==> src/drmt_pkg.sv <==
// shared types, constants and command codes of the dirty rectangle merge table
package drmt_pkg;

    localparam int CAPACITY  = 16;
    localparam int W_COORD   = 15;
    localparam int W_IN      = 16;
    localparam int W_CNT_OUT = 5;
    localparam int W_PADDR   = 3;
    localparam int W_PDATA   = 32;

    localparam logic [W_COORD-1:0] SCREEN_WIDTH_RST  = 15'd640;
    localparam logic [W_COORD-1:0] SCREEN_HEIGHT_RST = 15'd480;

    // register index, taken from paddr[2]
    localparam logic REG_SCREEN_WIDTH  = 1'b0;
    localparam logic REG_SCREEN_HEIGHT = 1'b1;

    typedef enum logic [1:0] {
        CMD_ADD   = 2'd0,
        CMD_CLEAR = 2'd1,
        CMD_DUMP  = 2'd2,
        CMD_NOP   = 2'd3
    } t_cmd;

    typedef enum logic [3:0] {
        S_IDLE,
        S_CLIP,
        S_SCAN,
        S_CMP,
        S_MVRD,
        S_MVWR,
        S_APPEND,
        S_STAT,
        S_DRD,
        S_DOUT
    } t_state;

    // stored as edges; width and height are rebuilt on read-out
    typedef struct packed {
        logic [W_COORD-1:0] left;
        logic [W_COORD-1:0] top;
        logic [W_COORD-1:0] right;
        logic [W_COORD-1:0] bottom;
    } t_rect;

    typedef struct packed {
        logic load;
        logic clip;
        logic idx_clr;
        logic idx_inc;
        logic rd_cnt;
        logic merge;
        logic move;
        logic append;
        logic clear;
        logic emit_rect;
        logic emit_stat;
    } t_dp_cmd;

    typedef struct packed {
        logic drop;
        logic at_end;
        logic touch;
        logic empty;
        logic dump_last;
    } t_dp_stat;

endpackage

==> src/drmt_ram.sv <==
// generic single write, single read ram with registered read data
module drmt_ram #(
    parameter int WIDTH = 60,
    parameter int DEPTH = 16,
    localparam int AW   = (DEPTH > 1) ? $clog2(DEPTH) : 1
) (
    input  logic             i_clk,
    input  logic             i_we,
    input  logic [AW-1:0]    i_waddr,
    input  logic [WIDTH-1:0] i_wdata,
    input  logic [AW-1:0]    i_raddr,
    output logic [WIDTH-1:0] o_rdata
);

    logic [WIDTH-1:0] r_mem [DEPTH];
    logic [WIDTH-1:0] r_rdata;

    always_ff @(posedge i_clk) begin
        if (i_we) begin
            r_mem[i_waddr] <= i_wdata;
        end
        r_rdata <= r_mem[i_raddr];
    end

    assign o_rdata = r_rdata;

endmodule

==> src/drmt_regs.sv <==
// apb configuration registers: screen width and height
module drmt_regs (
    input  logic                                i_clk,
    input  logic                                i_rst_n,
    input  logic                                psel,
    input  logic                                penable,
    input  logic                                pwrite,
    input  logic [drmt_pkg::W_PADDR-1:0]        paddr,
    input  logic [drmt_pkg::W_PDATA-1:0]        pwdata,
    output logic [drmt_pkg::W_PDATA-1:0]        prdata,
    output logic                                pready,
    output logic [drmt_pkg::W_COORD-1:0]        o_screen_width,
    output logic [drmt_pkg::W_COORD-1:0]        o_screen_height
);

    logic [drmt_pkg::W_COORD-1:0] r_width;
    logic [drmt_pkg::W_COORD-1:0] r_height;
    logic                         s_wr;
    logic                         s_sel;

    assign pready = 1'b1;
    assign s_wr   = psel && penable && pwrite;
    assign s_sel  = paddr[2];

    always_ff @(posedge i_clk) begin
        if (!i_rst_n) begin
            r_width  <= drmt_pkg::SCREEN_WIDTH_RST;
            r_height <= drmt_pkg::SCREEN_HEIGHT_RST;
        end else if (s_wr) begin
            if (s_sel == drmt_pkg::REG_SCREEN_WIDTH) begin
                r_width <= pwdata[drmt_pkg::W_COORD-1:0];
            end else begin
                r_height <= pwdata[drmt_pkg::W_COORD-1:0];
            end
        end
    end

    always_comb begin
        if (s_sel == drmt_pkg::REG_SCREEN_HEIGHT) begin
            prdata = drmt_pkg::W_PDATA'(r_height);
        end else begin
            prdata = drmt_pkg::W_PDATA'(r_width);
        end
    end

    assign o_screen_width  = r_width;
    assign o_screen_height = r_height;

endmodule

==> src/drmt_ctrl.sv <==
// controller state machine: sequences add, clear and dump commands
module drmt_ctrl (
    input  logic               i_clk,
    input  logic               i_rst_n,
    input  logic               i_start,
    input  logic [1:0]         i_cmd,
    input  drmt_pkg::t_dp_stat i_stat,
    output drmt_pkg::t_dp_cmd  o_cmd,
    output logic               o_busy
);

    drmt_pkg::t_state r_state;
    drmt_pkg::t_state n_state;
    drmt_pkg::t_cmd   s_cmd;

    assign s_cmd = drmt_pkg::t_cmd'(i_cmd);

    always_ff @(posedge i_clk) begin
        if (!i_rst_n) begin
            r_state <= drmt_pkg::S_IDLE;
        end else begin
            r_state <= n_state;
        end
    end

    always_comb begin
        n_state = r_state;
        case (r_state)
            drmt_pkg::S_IDLE: begin
                if (i_start) begin
                    case (s_cmd)
                        drmt_pkg::CMD_ADD:   n_state = drmt_pkg::S_CLIP;
                        drmt_pkg::CMD_DUMP:  n_state = i_stat.empty ? drmt_pkg::S_STAT
                                                                    : drmt_pkg::S_DRD;
                        default:             n_state = drmt_pkg::S_STAT;
                    endcase
                end
            end
            drmt_pkg::S_CLIP:   n_state = i_stat.drop ? drmt_pkg::S_STAT : drmt_pkg::S_SCAN;
            drmt_pkg::S_SCAN:   n_state = i_stat.at_end ? drmt_pkg::S_APPEND : drmt_pkg::S_CMP;
            drmt_pkg::S_CMP:    n_state = i_stat.touch ? drmt_pkg::S_MVRD : drmt_pkg::S_SCAN;
            drmt_pkg::S_MVRD:   n_state = drmt_pkg::S_MVWR;
            drmt_pkg::S_MVWR:   n_state = drmt_pkg::S_SCAN;
            drmt_pkg::S_APPEND: n_state = drmt_pkg::S_STAT;
            drmt_pkg::S_STAT:   n_state = drmt_pkg::S_IDLE;
            drmt_pkg::S_DRD:    n_state = drmt_pkg::S_DOUT;
            drmt_pkg::S_DOUT:   n_state = i_stat.dump_last ? drmt_pkg::S_IDLE : drmt_pkg::S_DRD;
            default:            n_state = drmt_pkg::S_IDLE;
        endcase
    end

    always_comb begin
        o_cmd = '0;
        case (r_state)
            drmt_pkg::S_IDLE: begin
                o_cmd.load    = i_start;
                o_cmd.idx_clr = i_start;
                o_cmd.clear   = i_start && (s_cmd == drmt_pkg::CMD_CLEAR);
            end
            drmt_pkg::S_CLIP: begin
                o_cmd.clip    = 1'b1;
                o_cmd.idx_clr = 1'b1;
            end
            drmt_pkg::S_CMP: begin
                o_cmd.merge   = i_stat.touch;
                o_cmd.idx_inc = !i_stat.touch;
            end
            drmt_pkg::S_MVRD:   o_cmd.rd_cnt = 1'b1;
            drmt_pkg::S_MVWR:   o_cmd.move   = 1'b1;
            drmt_pkg::S_APPEND: o_cmd.append = 1'b1;
            drmt_pkg::S_STAT:   o_cmd.emit_stat = 1'b1;
            drmt_pkg::S_DOUT: begin
                o_cmd.emit_rect = 1'b1;
                o_cmd.idx_inc   = 1'b1;
            end
            default: o_cmd = '0;
        endcase
    end

    assign o_busy = (r_state != drmt_pkg::S_IDLE);

endmodule

==> src/drmt_dp.sv <==
// datapath: clipping, touch test, union, table counters and result registers
module drmt_dp #(
    parameter int CAPACITY = drmt_pkg::CAPACITY
) (
    input  logic                            i_clk,
    input  logic                            i_rst_n,
    input  drmt_pkg::t_dp_cmd               i_cmd,
    output drmt_pkg::t_dp_stat              o_stat,
    input  logic [drmt_pkg::W_COORD-1:0]    i_screen_width,
    input  logic [drmt_pkg::W_COORD-1:0]    i_screen_height,
    input  logic [drmt_pkg::W_IN-1:0]       i_rect_left,
    input  logic [drmt_pkg::W_IN-1:0]       i_rect_top,
    input  logic [drmt_pkg::W_IN-1:0]       i_rect_wide,
    input  logic [drmt_pkg::W_IN-1:0]       i_rect_tall,
    output logic [drmt_pkg::W_COORD-1:0]    o_out_left,
    output logic [drmt_pkg::W_COORD-1:0]    o_out_top,
    output logic [drmt_pkg::W_COORD-1:0]    o_out_wide,
    output logic [drmt_pkg::W_COORD-1:0]    o_out_tall,
    output logic                            o_rect_valid,
    output logic [drmt_pkg::W_CNT_OUT-1:0]  o_entry_count,
    output logic                            o_table_full,
    output logic                            o_last,
    output logic                            o_valid
);

    localparam int IW = (CAPACITY > 1) ? $clog2(CAPACITY) : 1;
    localparam int CW = $clog2(CAPACITY + 1);
    localparam int SW = drmt_pkg::W_IN + 2;
    localparam int RW = 4 * drmt_pkg::W_COORD;

    logic signed [drmt_pkg::W_IN-1:0] r_x, r_y, r_w, r_h;
    drmt_pkg::t_rect                  r_cur;
    logic [CW-1:0]                    r_count;
    logic [CW-1:0]                    r_idx;
    logic                             r_full;

    logic [drmt_pkg::W_COORD-1:0]     r_o_left, r_o_top, r_o_wide, r_o_tall;
    logic                             r_o_rv, r_o_last, r_o_full, r_o_valid;
    logic [drmt_pkg::W_CNT_OUT-1:0]   r_o_count;

    logic signed [SW-1:0] s_x, s_y, s_w, s_h, s_r, s_b, s_l, s_t, s_rc, s_bc, s_sw, s_sh;
    drmt_pkg::t_rect      s_rd;
    drmt_pkg::t_rect      s_uni;
    logic [RW-1:0]        s_rdata;
    logic                 s_cnt_full;
    logic                 s_we;
    logic [IW-1:0]        s_waddr;
    logic [RW-1:0]        s_wdata;
    logic [IW-1:0]        s_raddr;

    // clip the incoming rectangle to the screen
    assign s_x  = SW'(r_x);
    assign s_y  = SW'(r_y);
    assign s_w  = SW'(r_w);
    assign s_h  = SW'(r_h);
    assign s_sw = signed'(SW'(i_screen_width));
    assign s_sh = signed'(SW'(i_screen_height));
    assign s_r  = s_x + s_w;
    assign s_b  = s_y + s_h;
    assign s_l  = (s_x < 0) ? '0 : s_x;
    assign s_t  = (s_y < 0) ? '0 : s_y;
    assign s_rc = (s_r > s_sw) ? s_sw : s_r;
    assign s_bc = (s_b > s_sh) ? s_sh : s_b;

    assign s_rd       = drmt_pkg::t_rect'(s_rdata);
    assign s_cnt_full = (r_count == CW'(CAPACITY));

    // closed comparisons: touching edges merge too
    assign o_stat.touch = (s_rd.left <= r_cur.right) && (r_cur.left <= s_rd.right) &&
                          (s_rd.top <= r_cur.bottom) && (r_cur.top <= s_rd.bottom);
    assign o_stat.drop  = r_full || (s_w <= 0) || (s_h <= 0) ||
                          (s_rc <= s_l) || (s_bc <= s_t);
    assign o_stat.at_end    = (r_idx == r_count);
    assign o_stat.empty     = (r_count == '0);
    assign o_stat.dump_last = ((CW + 1)'(r_idx) + 1'b1) == (CW + 1)'(r_count);

    always_comb begin
        s_uni.left   = (s_rd.left < r_cur.left) ? s_rd.left : r_cur.left;
        s_uni.top    = (s_rd.top < r_cur.top) ? s_rd.top : r_cur.top;
        s_uni.right  = (s_rd.right > r_cur.right) ? s_rd.right : r_cur.right;
        s_uni.bottom = (s_rd.bottom > r_cur.bottom) ? s_rd.bottom : r_cur.bottom;
    end

    // move copies the last entry into the merged slot
    assign s_raddr = i_cmd.rd_cnt ? r_count[IW-1:0] : r_idx[IW-1:0];
    assign s_we    = i_cmd.move || (i_cmd.append && !s_cnt_full);
    assign s_waddr = i_cmd.move ? r_idx[IW-1:0] : r_count[IW-1:0];
    assign s_wdata = i_cmd.move ? s_rdata : RW'(r_cur);

    drmt_ram #(
        .WIDTH (RW),
        .DEPTH (CAPACITY)
    ) u_store (
        .i_clk   (i_clk),
        .i_we    (s_we),
        .i_waddr (s_waddr),
        .i_wdata (s_wdata),
        .i_raddr (s_raddr),
        .o_rdata (s_rdata)
    );

    always_ff @(posedge i_clk) begin
        if (i_cmd.load) begin
            r_x <= signed'(i_rect_left);
            r_y <= signed'(i_rect_top);
            r_w <= signed'(i_rect_wide);
            r_h <= signed'(i_rect_tall);
        end
        if (i_cmd.clip) begin
            r_cur.left   <= s_l[drmt_pkg::W_COORD-1:0];
            r_cur.top    <= s_t[drmt_pkg::W_COORD-1:0];
            r_cur.right  <= s_rc[drmt_pkg::W_COORD-1:0];
            r_cur.bottom <= s_bc[drmt_pkg::W_COORD-1:0];
        end else if (i_cmd.merge) begin
            r_cur <= s_uni;
        end
    end

    always_ff @(posedge i_clk) begin
        if (!i_rst_n) begin
            r_count <= '0;
            r_full  <= 1'b0;
            r_idx   <= '0;
        end else begin
            if (i_cmd.idx_clr || i_cmd.move) begin
                r_idx <= '0;
            end else if (i_cmd.idx_inc) begin
                r_idx <= r_idx + 1'b1;
            end
            if (i_cmd.clear) begin
                r_count <= '0;
                r_full  <= 1'b0;
            end else if (i_cmd.merge) begin
                r_count <= r_count - 1'b1;
            end else if (i_cmd.append) begin
                if (s_cnt_full) begin
                    r_count <= '0;
                    r_full  <= 1'b1;
                end else begin
                    r_count <= r_count + 1'b1;
                end
            end
        end
    end

    // result beat registers
    always_ff @(posedge i_clk) begin
        if (!i_rst_n) begin
            r_o_valid <= 1'b0;
        end else begin
            r_o_valid <= i_cmd.emit_rect || i_cmd.emit_stat;
        end
    end

    always_ff @(posedge i_clk) begin
        if (i_cmd.emit_rect) begin
            r_o_left  <= s_rd.left;
            r_o_top   <= s_rd.top;
            r_o_wide  <= s_rd.right - s_rd.left;
            r_o_tall  <= s_rd.bottom - s_rd.top;
            r_o_rv    <= 1'b1;
            r_o_last  <= o_stat.dump_last;
            r_o_count <= drmt_pkg::W_CNT_OUT'(r_count);
            r_o_full  <= r_full;
        end else if (i_cmd.emit_stat) begin
            r_o_left  <= '0;
            r_o_top   <= '0;
            r_o_wide  <= '0;
            r_o_tall  <= '0;
            r_o_rv    <= 1'b0;
            r_o_last  <= 1'b1;
            r_o_count <= drmt_pkg::W_CNT_OUT'(r_count);
            r_o_full  <= r_full;
        end
    end

    assign o_out_left    = r_o_left;
    assign o_out_top     = r_o_top;
    assign o_out_wide    = r_o_wide;
    assign o_out_tall    = r_o_tall;
    assign o_rect_valid  = r_o_rv;
    assign o_entry_count = r_o_count;
    assign o_table_full  = r_o_full;
    assign o_last        = r_o_last;
    assign o_valid       = r_o_valid;

endmodule

==> src/dirty_rect_merge_table.sv <==
// Dirty rectangle table. A command beat is taken when start is high and busy is low. Add clips
// the rectangle, then walks the stored table (one ram read per entry compared); each merge
// adds a move (a read of the last entry, then its write into the merged slot) and restarts
// the walk from entry 0. An add that is ignored or clipped away goes straight to the status
// beat, as do clear, unused codes and a dump of an empty table; a dump gives one beat per
// stored entry. Results leave on o_valid in the cycle after they are formed, at most one beat
// per cycle (a dump reads the ram before each beat); the receiver cannot stall them and every
// beat must be taken in its cycle. o_last marks the final beat of a command.
// Busy drops while the last beat is on the outputs, so the next command can be accepted then.
module dirty_rect_merge_table #(
    parameter int CAPACITY = drmt_pkg::CAPACITY
) (
    input  logic                            i_clk,
    input  logic                            i_rst_n,
    input  logic                            start,
    output logic                            busy,
    input  logic [1:0]                      i_cmd,
    input  logic [drmt_pkg::W_IN-1:0]       i_rect_left,
    input  logic [drmt_pkg::W_IN-1:0]       i_rect_top,
    input  logic [drmt_pkg::W_IN-1:0]       i_rect_wide,
    input  logic [drmt_pkg::W_IN-1:0]       i_rect_tall,
    output logic                            o_valid,
    output logic [drmt_pkg::W_COORD-1:0]    o_out_left,
    output logic [drmt_pkg::W_COORD-1:0]    o_out_top,
    output logic [drmt_pkg::W_COORD-1:0]    o_out_wide,
    output logic [drmt_pkg::W_COORD-1:0]    o_out_tall,
    output logic                            o_rect_valid,
    output logic [drmt_pkg::W_CNT_OUT-1:0]  o_entry_count,
    output logic                            o_table_full,
    output logic                            o_last,
    input  logic                            psel,
    input  logic                            penable,
    input  logic                            pwrite,
    input  logic [drmt_pkg::W_PADDR-1:0]    paddr,
    input  logic [drmt_pkg::W_PDATA-1:0]    pwdata,
    output logic [drmt_pkg::W_PDATA-1:0]    prdata,
    output logic                            pready
);

    drmt_pkg::t_dp_cmd            s_cmd;
    drmt_pkg::t_dp_stat           s_stat;
    logic [drmt_pkg::W_COORD-1:0] s_screen_width;
    logic [drmt_pkg::W_COORD-1:0] s_screen_height;

    drmt_regs u_regs (
        .i_clk           (i_clk),
        .i_rst_n         (i_rst_n),
        .psel            (psel),
        .penable         (penable),
        .pwrite          (pwrite),
        .paddr           (paddr),
        .pwdata          (pwdata),
        .prdata          (prdata),
        .pready          (pready),
        .o_screen_width  (s_screen_width),
        .o_screen_height (s_screen_height)
    );

    drmt_ctrl u_ctrl (
        .i_clk   (i_clk),
        .i_rst_n (i_rst_n),
        .i_start (start),
        .i_cmd   (i_cmd),
        .i_stat  (s_stat),
        .o_cmd   (s_cmd),
        .o_busy  (busy)
    );

    drmt_dp #(
        .CAPACITY (CAPACITY)
    ) u_dp (
        .i_clk           (i_clk),
        .i_rst_n         (i_rst_n),
        .i_cmd           (s_cmd),
        .o_stat          (s_stat),
        .i_screen_width  (s_screen_width),
        .i_screen_height (s_screen_height),
        .i_rect_left     (i_rect_left),
        .i_rect_top      (i_rect_top),
        .i_rect_wide     (i_rect_wide),
        .i_rect_tall     (i_rect_tall),
        .o_out_left      (o_out_left),
        .o_out_top       (o_out_top),
        .o_out_wide      (o_out_wide),
        .o_out_tall      (o_out_tall),
        .o_rect_valid    (o_rect_valid),
        .o_entry_count   (o_entry_count),
        .o_table_full    (o_table_full),
        .o_last          (o_last),
        .o_valid         (o_valid)
    );

endmodule
==> config.mk <==
export PLATFORM = sky130hd
export DESIGN_NAME = dirty_rect_merge_table
export DESIGN_NICKNAME = d
export VERILOG_FILES = /design/src/drmt_pkg.sv /design/src/drmt_ram.sv /design/src/drmt_regs.sv /design/src/drmt_ctrl.sv /design/src/drmt_dp.sv /design/src/dirty_rect_merge_table.sv
export SDC_FILE = /design/constraint.sdc
export NUM_CORES = 2
export LEC_CHECK = 0
export BUFFER_PORTS_ARGS = -buffer_cell sky130_fd_sc_hd__buf_2
export CAP_MARGIN = 5
export CORE_ASPECT_RATIO = 0.5
export CORE_MARGIN = 10
export CORE_UTILIZATION = 40
export DETAILED_ROUTE_END_ITERATION = 10
export HOLD_SLACK_MARGIN = 0.06
export PLACE_DENSITY = 0.59
export SYNTH_ARGS = -nofsm -noshare
export SYNTH_HDL_FRONTEND = slang
export SYNTH_SLANG_ARGS = --single-unit
==> constraint.sdc <==
create_clock -name i_clk -period 8.3 [get_ports i_clk]
set_clock_uncertainty 0.15 [all_clocks]
set_input_delay 0.415 -clock i_clk [delete_from_list [all_inputs] [get_ports i_clk]]
set_output_delay 0.415 -clock i_clk [all_outputs]
set_load 0.03 [all_outputs]
## Yosys cells after proc, flatten, opt, wreduce, memory -nomap -nowiden

Memory sizes are Yosys's and may differ from the RTL's. A register that Yosys moved wholly into a read port is not among the register bits.
Index checks and enable logic that the tools add are counted.

- Word-level logic and storage cells: 151
- Bits in registers: 238
- Memory bits (writable): 960
- Memories kept: 1
- Output and inout bits: 103
- Input port bits: 107

- Equal/unequal tests: 15
- Add/sub/neg operators: 8
- Multiplexer cells: 49
- Reductions and logical operators: 36
- Bitwise operators: 3
- $lt $le $gt $ge: 16

Memories:

| name | words | bits a word | read ports | clocked after Yosys merged registers in | wr ports | line | source |
|---|---|---|---|---|---|---|---|
| u_dp.u_store.r_mem | 16 | 60 | 1 | 1 | 1 | drmt_ram.sv:15 | `logic [WIDTH-1:0] r_mem [DEPTH];` |

Operators by type and width:

| cell | count |
|---|---|
| 2-to-1 mux 60 bit | 3 |
| 2-to-1 mux 15 bit | 10 |
| 2-to-1 mux 18 bit | 4 |
| <= comparator 15 bit | 4 |
| > comparator 18 x 16 -> 1 bit | 2 |
| <= comparator 18 bit | 2 |
| case mux 4 bit (9 select lines) | 1 |
| adder 16 x 16 -> 17 bit | 2 |
| <= comparator 16 x 1 -> 1 bit (second input constant) | 2 |
| less-than comparator 16 x 1 -> 1 bit (second input constant) | 2 |
| > comparator 15 bit | 2 |
| less-than comparator 15 bit | 2 |
| subtractor 15 bit | 2 |
| 2-to-1 mux 5 bit | 5 |
| 2-to-1 mux 4 bit | 5 |
| equality test 4 x 3 -> 1 bit (second input constant) | 4 |
| 2-to-1 mux 1 bit | 15 |
| nonzero test 2 bit | 7 |
| AND reduction 2 bit | 6 |
| adder 5 x 1 -> 5 bit (second input constant) | 2 |
| 2-to-1 mux 3 bit | 3 |
| equality test 4 x 2 -> 1 bit (second input constant) | 2 |
| equality test 4 bit (second input constant) | 2 |
| case mux 4 bit (2 select lines) | 1 |
| 20 further kinds | 37 |

## Logic depth before layout (Yosys ltp)

- Depth in word-level cells: 8
- Gate-level depth with buffers: 31
- Gate-level depth less buffers: 30

## By module

A second synthesis with hierarchy kept.

- Cell total of the unflattened synthesis: 3,454
- Area, all modules: 55,250.5 um^2

By module, submodules not included:

| module | cells an instance | area each (um^2) | sequential area each (um^2) | times used |
|---|---|---|---|---|
| drmt_ram | 1,548 | 37,101.8 | 30,028.8 | 1 |
| drmt_dp | 1,695 | 16,220.6 | 5,995.8 | 1 |
| drmt_regs | 157 | 1,527.7 | 600.6 | 1 |
| drmt_ctrl | 54 | 400.4 | 80.1 | 1 |

## Worst setup path before layout

Ideal clock, no wire load.

- Path type: register -> register
- From: register u_dp.r_w[0] in the netlist's numbering
- To: register u_ctrl.r_state[2]
- Setup slack: 2.195 ns
- Required time: 8.080 ns
- Buffers on the path: 1
- Stages on the path, launching flop included: 32
- Period minus slack after synthesis: 6.105 ns
- Setup time: 0.070 ns
- Data arrival time: 5.885 ns
- Cells stage by stage: edfxtp_1 -> ha_1 -> fa_1 -> a21oi_1 -> o2bb2ai_1 -> nor2_1 -> o21ai_0 -> a21o_1 -> a21oi_1 -> xnor2_1 -> ha_1 -> a21o_2 -> a21o_1 -> a21oi_1 -> o21ai_0 -> a21oi_1 -> nand3b_1 -> ha_1 -> inv_1 -> nor3_4 -> buf_8 -> mux2_4 -> ha_1 -> nor2b_1 -> o21a_1 -> o21a_1 -> o21a_1 -> o21bai_1 -> o311ai_0 -> nor3_1 -> a211oi_2 -> a21oi_1

- Cells in the longest elaborated chain, start to end: 8
- Elaborated cells on any way between the ends: 11
- Those cells by class: add/sub: 1; order compare: 3; mux: 3; reduce/logical: 4

RTL lines:

| element | line | source |
|---|---|---|
| from (decl) | drmt_dp.sv:31 | `logic signed [drmt_pkg::W_IN-1:0] r_x, r_y, r_w, r_h;` |
| from (signal assigned) | drmt_dp.sv:106 | `r_w <= signed'(i_rect_wide);` |
| adder 16 x 16 -> 17 bit | drmt_dp.sv:58 | `assign s_r = s_x + s_w;` |
| > comparator 18 x 16 -> 1 bit | drmt_dp.sv:62 | `assign s_rc = (s_r > s_sw) ? s_sw : s_r;` |
| 2-to-1 mux 18 bit | drmt_dp.sv:62 |  |
| <= comparator 18 bit | drmt_dp.sv:72 | `(s_rc <= s_l) \|\| (s_bc <= s_t);` |
| logical OR 1 bit * | drmt_dp.sv:71 | `assign o_stat.drop = r_full \|\| (s_w <= 0) \|\| (s_h <= 0) \|\|` |
| logical OR 1 bit * | drmt_dp.sv:72 |  |
| 2-to-1 mux 3 bit * | drmt_ctrl.sv:39 | `drmt_pkg::S_CLIP: n_state = i_stat.drop ? drmt_pkg::S_STAT : drmt_pkg::S_SCAN;` |
| case mux 4 bit (9 select lines) * | drmt_ctrl.sv:28 | `case (r_state)` |
| to (signal assigned) | drmt_ctrl.sv:20 | `r_state <= drmt_pkg::S_IDLE;` |
| to (signal assigned) | drmt_ctrl.sv:22 | `r_state <= n_state;` |
| to (decl) | drmt_ctrl.sv:12 | `drmt_pkg::t_state r_state;` |

Every way passes the cells marked *; elsewhere a longest branch is shown, timed or not.
A chain may end at the register's enable or synchronous reset.

## Final worst setup path

Ends and elaborated chain as after synthesis.

==> impl_results.md <==
* Distinct cells, synth at 81
* Share of synthesized area occupied by flip-flops and latches at about two thirds
* Cts bufs inserted at 111
* Top-area cell type share of the netlist area at 62.24%
* Worst r2r src: u_dp.r_w[0]
* PostCTS Resize Cnt at 0
* H-tree depth at 3
* Req. time, crit path at approximately 9000 ps
* Top delay family on crit path: compound AO/OA/AOI/OAI gates
* Post-synthesis cell count at 3,586
* Fin util at between 40 and 50%
* TritonCTS clock tree: yes
* Worst setup SP type: register
* Highest clock rate at around 140 MHz
* GRT Total Usage at between 10% and 20%
* Critical path destination: u_ctrl.r_state[2]
* Share of layout cells above drive strength 1 at around a fifth
* Skew-Pair Late Insertion Delay at 740 ps
* Largest cells by area after synthesis: edfxtp_1, mux4_2, ha_1
* Gp weighted congestion at 0.8961
* Most frequent cell after synthesis: edfxtp_1
* Die Span Y at roughly 280 um
* Critical path class: register to register
* Die Width at between 500 and 600 um
* CP Capture Type: register
* WL final at around 160 mm
* Static leakage at approximately 0.022 uW
* Top_reg_cell synth: edfxtp_1
* Final period util at between 80% and 90%
* Clock sink count at approximately 1,300
* First-pass GRT wire length at between 200 and 250 mm
* Synth area leader: edfxtp_1
* Worst Tran Pin Value at approximately 1200 ps
* Synth top cells by count: edfxtp_1, nand2_1, ha_1
* #FFs+latches synth at around 1,300
* Setup Viol. Count Final at 0
* M1 WL at just over 70 mm
* Drt first pass iters at 6
* Final Hold Violating Endpoints at 0
* Cell count along the critical path at 30
* Avg WL per Cell at 26.74 um
* Routed wl met2 at about 70 mm
* CP most frequent cell: a21oi_1
* Nets at 4,271
* CP max stage delay at 810 ps
* Yosys warning total at 0
* Ys async rst share at 0%
* Worst R2R Path Depth at 30
* Rows at 96
* Avg Inst Size Synth at ~15 um2
* 1st-iter DRT viols at 3,578
* Vias in the first global route at 32,753
* DIE AREA at 155,000 um2
* Period minus WS final at between 7000 and 8000 ps
* P per Cell Area at just over 300 nW/um2
* Max-cap violation count at 0
* Top sig layer: met5
* Largest net degree at the start of global routing at between 100 and 150
* Core Footprint at 137,500 um2
* Critical path buffer and inverter count at 1
* Total number of vias at around 33,000
* Antenna-violating nets left at 0
* Initial Util at 40.38%
* Worst setup path startpoint: u_dp.r_w[0]
* Crit Reg-Reg Endpoint: u_ctrl.r_state[2]
* RSZ-0062 raised after global routing: false
* Met3 wire length at between 10 and 15 mm
* EDFF count, synth at roughly 1,200
* Top-level I/O count at 210
* Clk Tree Root Cell: clkbuf_16
* Worst VDD drop at approximately 180 uV
* Post-Place Cells at 5,581
* Crit-path max FO at 17
* R2r setup slk at roughly 1100 ps
* I/O Buffers at 172
* Arrival @ worst endpoint at slightly below 8000 ps
* Final instance area at roughly 64,000 um2
* DR DRC count at 0
* Area grow syn2layout at 14.60%
* Clock Tree Buf Depth at 3
* Post-DP HPWL at just over 100 mm
* Setup TNS Final at 0 ps
* Fin. max-slew vios at 0
* Overflow left after global routing at 0
* DP Area at 59,000 um2
* Initial antenna violation count at 13
* Outcome: complete, no violations
* Slowest stage cell, crit path: nor3_4
* Clock-pin slew on the worst setup and hold paths at roughly 70 ps
* Headroom to the max-slew limit at a little under a fifth
* Worst hold path type: input port to register
* Total power at around 19,000 uW
* Routed vias/inst at 5.645
* Post-route insts no fill at 5,879
* Post-Syn Area at 55,530 um2
cells by family (layout without fill, tap and decap cells):
group / count (synthesis) / count (layout) / share of synthesized area [%]
AOI/OAI and AO/OA: 600 / 600 / 6.924
xor gates and xnor gates: 57 / 57 / 0.8990
adders and majority gates: 246 / 246 / 5.597
buffers and inverters: 350 / 764 / 2.778
DFF: 1258 / 1258 / 66.10
muxes: 300 / 300 / 11.10
other: 2 / 19 / 0.01352
and+or+nand+nor: 773 / 773 / 6.588
power by group:
| part | total (uW) | switching [uW] | internal (uW) |
|---|---|---|---|
| Sequential | 8410 | 448 | 7970 |
| Clock | 5350 | 2390 | 2960 |
| Combinational | 5660 | 3510 | 2150 |
| Total | 19400 | 6350 | 13100 |
cell usage in the layout (no fill, tap or decap), drive strengths merged, types with 7 or more instances in the layout:
master       instances
a21oi              110
and3                16
mux2i               12
xnor2               37
clkinv              41
o31ai                7
o211ai              12
o21a                19
nor2               128
edfxtp            1151
o21bai               8
nand3               33
a21o                52
buf                289
nor3                37
clkbuf             148
conb                18
a211oi              78
and2                66
bufinv              10
mux2                48
a21boi              27
ha                 242
xor2                20
mux4               240
inv                184
dlygate4sd3         86
nand4               31
a31oi               78
dfxtp              107
or3                  9
nand2b              48
nor4                12
o21ai              169
nand2              342
nor2b               31
per-stage QoR:
step | worst slack (ps) | hold WS [ps]
final | 1089 | 148.4
after global routing | 637.4 | 168.3
after CTS | 1170 | 88.53
after detailed placement | 1177 | 318.9
after global placement | 1231 | 305.4
after floorplan | 2195 | 256.4
per-layer routing:
metal	global-route usage (%)	vias up
met1	28.90	17165
li1	-	14500
met4	4.526	6
met3	4.953	207
met5	0	-
met2	29.30	1307
tightest hold or removal path, cell delays in order:
cell	delay, ps
buf_2	100
inv_1	120
o31ai_1	210
nor2_1	130
repair_timing:
item / in CTS / in global routing
endpoints found under the hold margin: 99 / 0
hold buffers: 86 / 0
setup buffers: 0 / 0
sequential cells by signal, summed over array words and instances (netlist names), 16 cells and up:
register	cells
u_dp.u_store.o_rdata	60
u_dp.r_x	16
u_dp.r_y	16
u_dp.u_store.r_mem	960
u_dp.r_w	16
u_dp.r_cur	60
u_dp.r_h	16
worst min path at each step:
| stage | to | slack, ps | from | cells after the start |
|---|---|---|---|---|
| CTS | u_dp.r_full | 90 | i_cmd[0] | 4 |
| finish | u_dp.r_full | 150 | i_cmd[0] | 4 |
| floorplan | u_dp.o_entry_count[4] | 260 | u_dp.r_count[4] | 0 |
| global placement | u_regs.o_screen_width[2] | 310 | u_regs.o_screen_width[2] | 2 |
| global route | u_dp.r_full | 170 | i_cmd[0] | 4 |
| detailed placement | u_dp.o_table_full | 320 | u_dp.r_full | 0 |
layout make-up:
type                            instances  area, um2
Clock inverter                         63      674.4
Timing Repair Buffer                  375       2650
Multi-Input combinational cell       1994      17510
Fill cell                           11891      73890
Clock buffer                          148       3097
Sequential cell                      1258      36710
Antenna cell                            1      2.502
Inverter                              178      668.1
Tap cell                             1862       2330
Note: power is estimated with default switching activity, not from simulation.
